--- config.mk ---
export PLATFORM = sky130hd
export DESIGN_NAME = hsd_stack_mem
export DESIGN_NICKNAME = d
export VERILOG_FILES = /design/src/design/huffman_stream_decoder_macros.svh /design/src/design/hsd_pkg.sv /design/src/design/hsd_stack_mem.sv
export SDC_FILE = /design/constraint.sdc
export NUM_CORES = 2
export LEC_CHECK = 0
export BUFFER_PORTS_ARGS = -buffer_cell sky130_fd_sc_hd__buf_4
export CAP_MARGIN = 20
export CORE_MARGIN = 2
export CORE_UTILIZATION = 40
export CTS_CLUSTER_SIZE = 14
export DETAILED_ROUTE_END_ITERATION = 10
export PLACE_DENSITY = 0.58
export SETUP_SLACK_MARGIN = 0.3
export SYNTH_ARGS = -nofsm -noshare
export SYNTH_HDL_FRONTEND = slang
export SYNTH_SLANG_ARGS = --single-unit
--- constraint.sdc ---
create_clock -name i_clk -period 2.2 [get_ports i_clk]
set_clock_uncertainty 0.05 [all_clocks]
set_input_delay 0.11 -clock i_clk [delete_from_list [all_inputs] [get_ports i_clk]]
set_output_delay 0.11 -clock i_clk [all_outputs]
set_load 0.01 [all_outputs]
--- src/design/huffman_stream_decoder_macros.svh ---
// Assertion helpers shared by the decoder.
`ifndef HUFFMAN_STREAM_DECODER_MACROS_SVH
`define HUFFMAN_STREAM_DECODER_MACROS_SVH

// Same-cycle implication, checked outside reset.
`define HSD_ASSERT_NOW(lbl, clk, rst_n, ante, cons, msg) \
    lbl: assert property (@(posedge clk) disable iff (!rst_n) (ante) |-> (cons)) \
        else $error(msg);

// Next-cycle implication, checked outside reset.
`define HSD_ASSERT_NEXT(lbl, clk, rst_n, ante, cons, msg) \
    lbl: assert property (@(posedge clk) disable iff (!rst_n) (ante) |=> (cons)) \
        else $error(msg);

`endif

--- src/design/hsd_pkg.sv ---
package hsd_pkg;

    localparam int unsigned SYM_W = 8;

    // Parsing phase of the current stream.
    typedef enum logic [1:0] {
        PH_PAD  = 2'd0,
        PH_TREE = 2'd1,
        PH_WALK = 2'd2
    } t_phase;

    // Sequencer states.
    typedef enum logic [2:0] {
        ST_IDLE,
        ST_BIT,
        ST_POP,
        ST_W1,
        ST_W2,
        ST_FLUSH
    } t_state;

endpackage

--- src/design/hsd_stack_mem.sv ---
module hsd_stack_mem #(
    parameter int unsigned DEPTH = 256,
    parameter int unsigned AW    = 8,
    parameter int unsigned DW    = 10
) (
    input  logic          i_clk,
    input  logic          i_we,
    input  logic [AW-1:0] i_waddr,
    input  logic [DW-1:0] i_wdata,
    input  logic          i_re,
    input  logic [AW-1:0] i_raddr,
    output logic [DW-1:0] o_rdata
);
    import hsd_pkg::*;

    logic [DW-1:0] r_mem [DEPTH];

    // Parent entries below the cached top of stack.
    always_ff @(posedge i_clk) begin
        if (i_we) begin
            r_mem[i_waddr] <= i_wdata;
        end
        if (i_re) begin
            o_rdata <= r_mem[i_raddr];
        end
    end

endmodule

# ---- Word-level counts from Yosys, hierarchy flattened
# Memory sizes are Yosys's and may differ from the RTL's. A register that Yosys moved wholly into a read port is not among the register bits.
# Index checks and enable logic that the tools add are counted.
dict set report word_totals {
  latch_bits 0
  rom_bits 0
  register_bits 0
  inputBits 29
  mem_bits_rw 2560
  word_cells 3
  out_inout_bits 10
  memories 1
}
dict set report op_classes {
  muxes 2
  n_div 0
  n_reduce_logical 0
  shifts 0
  magnitude_cmp 0
  addsub 0
  bitwise_logic 0
  n_eq_ne 0
  n_mul 0
}
# memory depth width read_ports rd_clocked_by_memory_dff write_ports line_no
set memory_table {}
lappend memory_table {r_mem 256 10 1 1 1 hsd_stack_mem.sv:16} ;# logic [DW-1:0] r_mem [DEPTH];
# op n
set op_table {}
lappend op_table {{$mux W1} 2}

# ---- Logic depth before layout (Yosys ltp)
dict set report logic_depth {
  word_depth 2
  ltp_mapped 12
  ltp_nobuf 6
}

# ---- Least setup slack after synthesis
# No wires, ideal clock.
dict set report synth_path {
  path_type {input to register}
  from {input port i_raddr[0]}
  to {register o_rdata[3] (read register of r_mem), data pin}
  n_path_buf 4
  required_time_ns 1.886
  arrival_time_ns 1.926
  setup_ns 0.264
  setup_slack_ns -0.040
  path_stages 9
  path_cell_list {buf_4 -> buf_8 -> buf_8 -> buf_2 -> mux4_2 -> a22oi_1 -> a21oi_1 -> nor4_1 -> nor3_1}
}
# element line_no
set synth_rtl {}
lappend synth_rtl {{start: declaration} hsd_stack_mem.sv:11} ;# input logic [AW-1:0] i_raddr,
lappend synth_rtl {{end: declaration} hsd_stack_mem.sv:12} ;# output logic [DW-1:0] o_rdata

==> results.yml <==
global_routing:
  antenna_found_initial: 14
  grt_pass1_vias: 52100
  grt-ovfl-total: 0
  track_usage_pct: 21.3
  grt_first_pass_wirelength_mm: 384
  grt_max_degree: 89
synth:
  yosysWarnings: 0
  synth_edf_count: 2570
  ys_ff_latch: 2570
  ys_async_sr_fraction_pct: 0
  syn_area_um2: 99400
  ys_types: 52
  syn_nets: 4671
  synthCells: 4642
  dominantRegCellSynth: "edfxtp_1"
  seq_area_frac_synth_pct: 77.7
  avgSynthCellArea_um2: 21.4
pwr:
  p_comb_share_pct: 5.9
  p_sw_share_pct: 21.0
  p_int_mw: 83.6
  switching_power_mw: 22.2
  power_frac_clock_pct: 42.9
  p_per_area_nw_per_um2: 877
  p_leak_nw: 39.1
  p_seq_share_pct: 51.1
  vdd.ir_drop.worst_mv: 0.797
setup_path:
  cp_max_fo: 1
  crit_required_ns: 2.83
  cp-start-kind: "flop"
  critical_path_class: "flop to flop"
  timing.reg2reg.setup_slack_ns: -0.18
  r2r-start: "r_mem[43][7]$_DFFE_PP_"
  arrival_ns: 3.01
  crit_path_start: "r_mem[43][7]$_DFFE_PP_"
  critPathCaptureType: "flop"
  rr_worst_depth: 7
  timing.rr.end: "o_rdata[7]$_DFFE_PP_"
die:
  coreArea_um2: 246000
  initial_core_util_pct: 40.3
  rows: 182
  ios: 39
  die_h_um: 502
  die_w_um: 502
  dieArea_um2: 252000
clock_tree:
  cts_buffers: 285
  h-tree-depth: 5
  post_cts_buffers: 0
  cts_tree: "built"
  clockBufferDepth: 4
  ctsRootBufferMaster: "clkbuf_16"
  cts_sinks: 2570
  clk_latency_ns: 0.95
  clkTransAtPathRegs_ns: 0.06
cells_and_area:
  layout.nets: 5633
  fin_util_pct: 49.0
  layout-drive-gt1-share_pct: 34.5
  area_growth_pct: 21.5
  fillers: 20100
  layout_commonest_cell: "edfxtp_1"
  final_cell_mix: "edfxtp_1 (2,570), buf_4 (771), mux4_2 (507), clkbuf_16 (294), nor2_1 (271)"
  fin_area_um2: 121000
sta:
  setup_viol: 7
  finalCritPeriodShare_pct: 108
  drv_slew: 0
  finalWorstSetupSlack_ns: -0.179
  timing.fmax_mhz: 420
  worst_pin_slew_ns: 0.882
  worst_hold_slack_ns: 0.0576
  hold_viol_final: 0
  min_period_ns: 2.38
  maxSlewHeadroom_pct: 41.2
  grt_setup_unrepaired: "yes"
hold_path:
  holdPathStages: 6
  hold_path_end: "r_mem[166][5]$_DFFE_PP_"
  holdCritPathClass: "input port to flop"
  worstHoldStart: "i_waddr[3]"
drt:
  drtIter0Drc: 5762
  dr.pass1.iters: 6
  drc: 0
  drt-vias-per-instance: 5.68
  wirelength_mm: 270
  ant_nets: 0
  wl_per_cell_um: 29.6
  vias: 51700
run_status:
  status: "complete, but fails checks"
  violations: "setup timing"
placed_design:
  hpwl_mm: 176
  place.gp.congestion: 0.883
  dpl_cell_area_um2: 110000
  port_buffers: 38
job:
  cap_violations: 0
==> per-stage QoR <==
step	std cells	total power [mW]	TNS (ns)	worst slack, ns
global route	9107	109	-1.08	-0.244
finish	9108	106	-0.747	-0.179
CTS	9103	107	-0.969	-0.264
floorplan	4642	57.7	0	0.0638
global placement	8595	61.0	-11.81	-1.43
detailed placement	8596	61.1	-11.92	-1.47
==> registers in the layout, indices dropped and copies added (netlist names) <==
signal / cells
o_rdata: 10
r_mem: 2560
==> cell usage after synthesis (10+ instances only) <==
library cell | number | area share (%)
buf_6 | 24 | 0.27
nor2_1 | 292 | 1.1
buf_1 | 19 | 0.072
nand2_1 | 47 | 0.18
a211oi_1 | 10 | 0.076
nand3_1 | 39 | 0.20
buf_2 | 48 | 0.24
mux4_2 | 495 | 11
nand2b_1 | 12 | 0.076
a21oi_1 | 113 | 0.57
nand4_1 | 11 | 0.069
a22oi_1 | 191 | 1.4
a221oi_1 | 15 | 0.13
o32ai_1 | 11 | 0.097
mux2i_1 | 210 | 2.1
buf_8 | 16 | 0.24
nor2b_1 | 24 | 0.15
edfxtp_1 | 2570 | 78
o221ai_1 | 40 | 0.35
buf_12 | 16 | 0.32
nor4_1 | 27 | 0.17
buf_4 | 29 | 0.22
o21ai_0 | 12 | 0.060
a31oi_1 | 11 | 0.069
clkbuf_1 | 131 | 0.49
o22ai_1 | 57 | 0.36
mux4_1 | 41 | 1.1
a22o_1 | 13 | 0.11
nor3_1 | 32 | 0.16
==> power by group through the flow <==
stage / Combinational, mW / Sequential (mW) / Clock, mW
4_1_cts: 6.23 / 54.1 / 46.2
6_report: 6.29 / 54.1 / 45.4
3_5_place_dp: 5.93 / 55.1 / 0
5_1_grt: 6.59 / 54.1 / 48.0
3_3_place_gp: 5.86 / 55.1 / 0
2_1_floorplan: 2.63 / 55.1 / 0
==> worst max-delay path by stage <==
stage / end / slack, ns / cells past startpoint
2_1_floorplan: o_rdata[6]$_DFFE_PP_ / 0.06 / 10
3_3_place_gp: o_rdata[4]$_DFFE_PP_ / -1.43 / 10
5_1_grt: o_rdata[7]$_DFFE_PP_ / -0.24 / 7
3_5_place_dp: o_rdata[4]$_DFFE_PP_ / -1.47 / 10
6_report: o_rdata[7]$_DFFE_PP_ / -0.18 / 7
4_1_cts: o_rdata[7]$_DFFE_PP_ / -0.26 / 7
==> layer usage <==
metal | global-route usage (%) | part of all wire [%] | vias to the layer above | wire, um
met3 | 3.63 | 7.1 | 388 | 19200
met1 | 29.6 | 41 | 27800 | 112000
met4 | 6.93 | 3.3 | 0 | 8790
li1 | - | - | 21500 | -
met5 | 0 | 0 | - | 0
met2 | 34.2 | 48 | 2071 | 130000
==> final cells by class <==
cell class / count / area (um2) / share of cell area [%]
flip-flops and latches: 2570 / 77200 / 64.0
well taps: 3312 / 4140 / 3.43
repair buffers: 959 / 9030 / 7.48
clock buffers: 361 / 7610 / 6.30
diodes: 5 / 12.5 / 0.0104
multi-input cells: 1785 / 21600 / 17.9
inverters: 3 / 11.3 / 0.00933
clock inverters: 113 / 1120 / 0.929
==> timing repair <==
| action | CTS | global route |
|---|---|---|
| hold buffers | 33 | 0 |
| resized for setup | 164 | 75 |
| endpoints found under the setup margin | 16 | 229 |
| pin swaps | 53 | 34 |
| endpoints found under the hold margin | 3261 | 0 |
==> logic make-up after synthesis <==
group                  after synthesis  synth area share [%]
AOI/OAI and AO/OA                  525                  3.70
buffers and inverters              287                  1.88
DFF                               2570                  77.7
muxes                              746                  14.4
and+or+nand+nor                    514                  2.32
==> critical path, stage by stage, from the launching register on <==
cell,delay (ns)
edfxtp_1,0.36
mux4_2,0.53
a22o_1,0.28
a221oi_4,0.32
o22ai_4,0.13
nor3_4,0.28
buf_6,0.15
nor4_2,0.04
(Power assumes the default switching activity.)
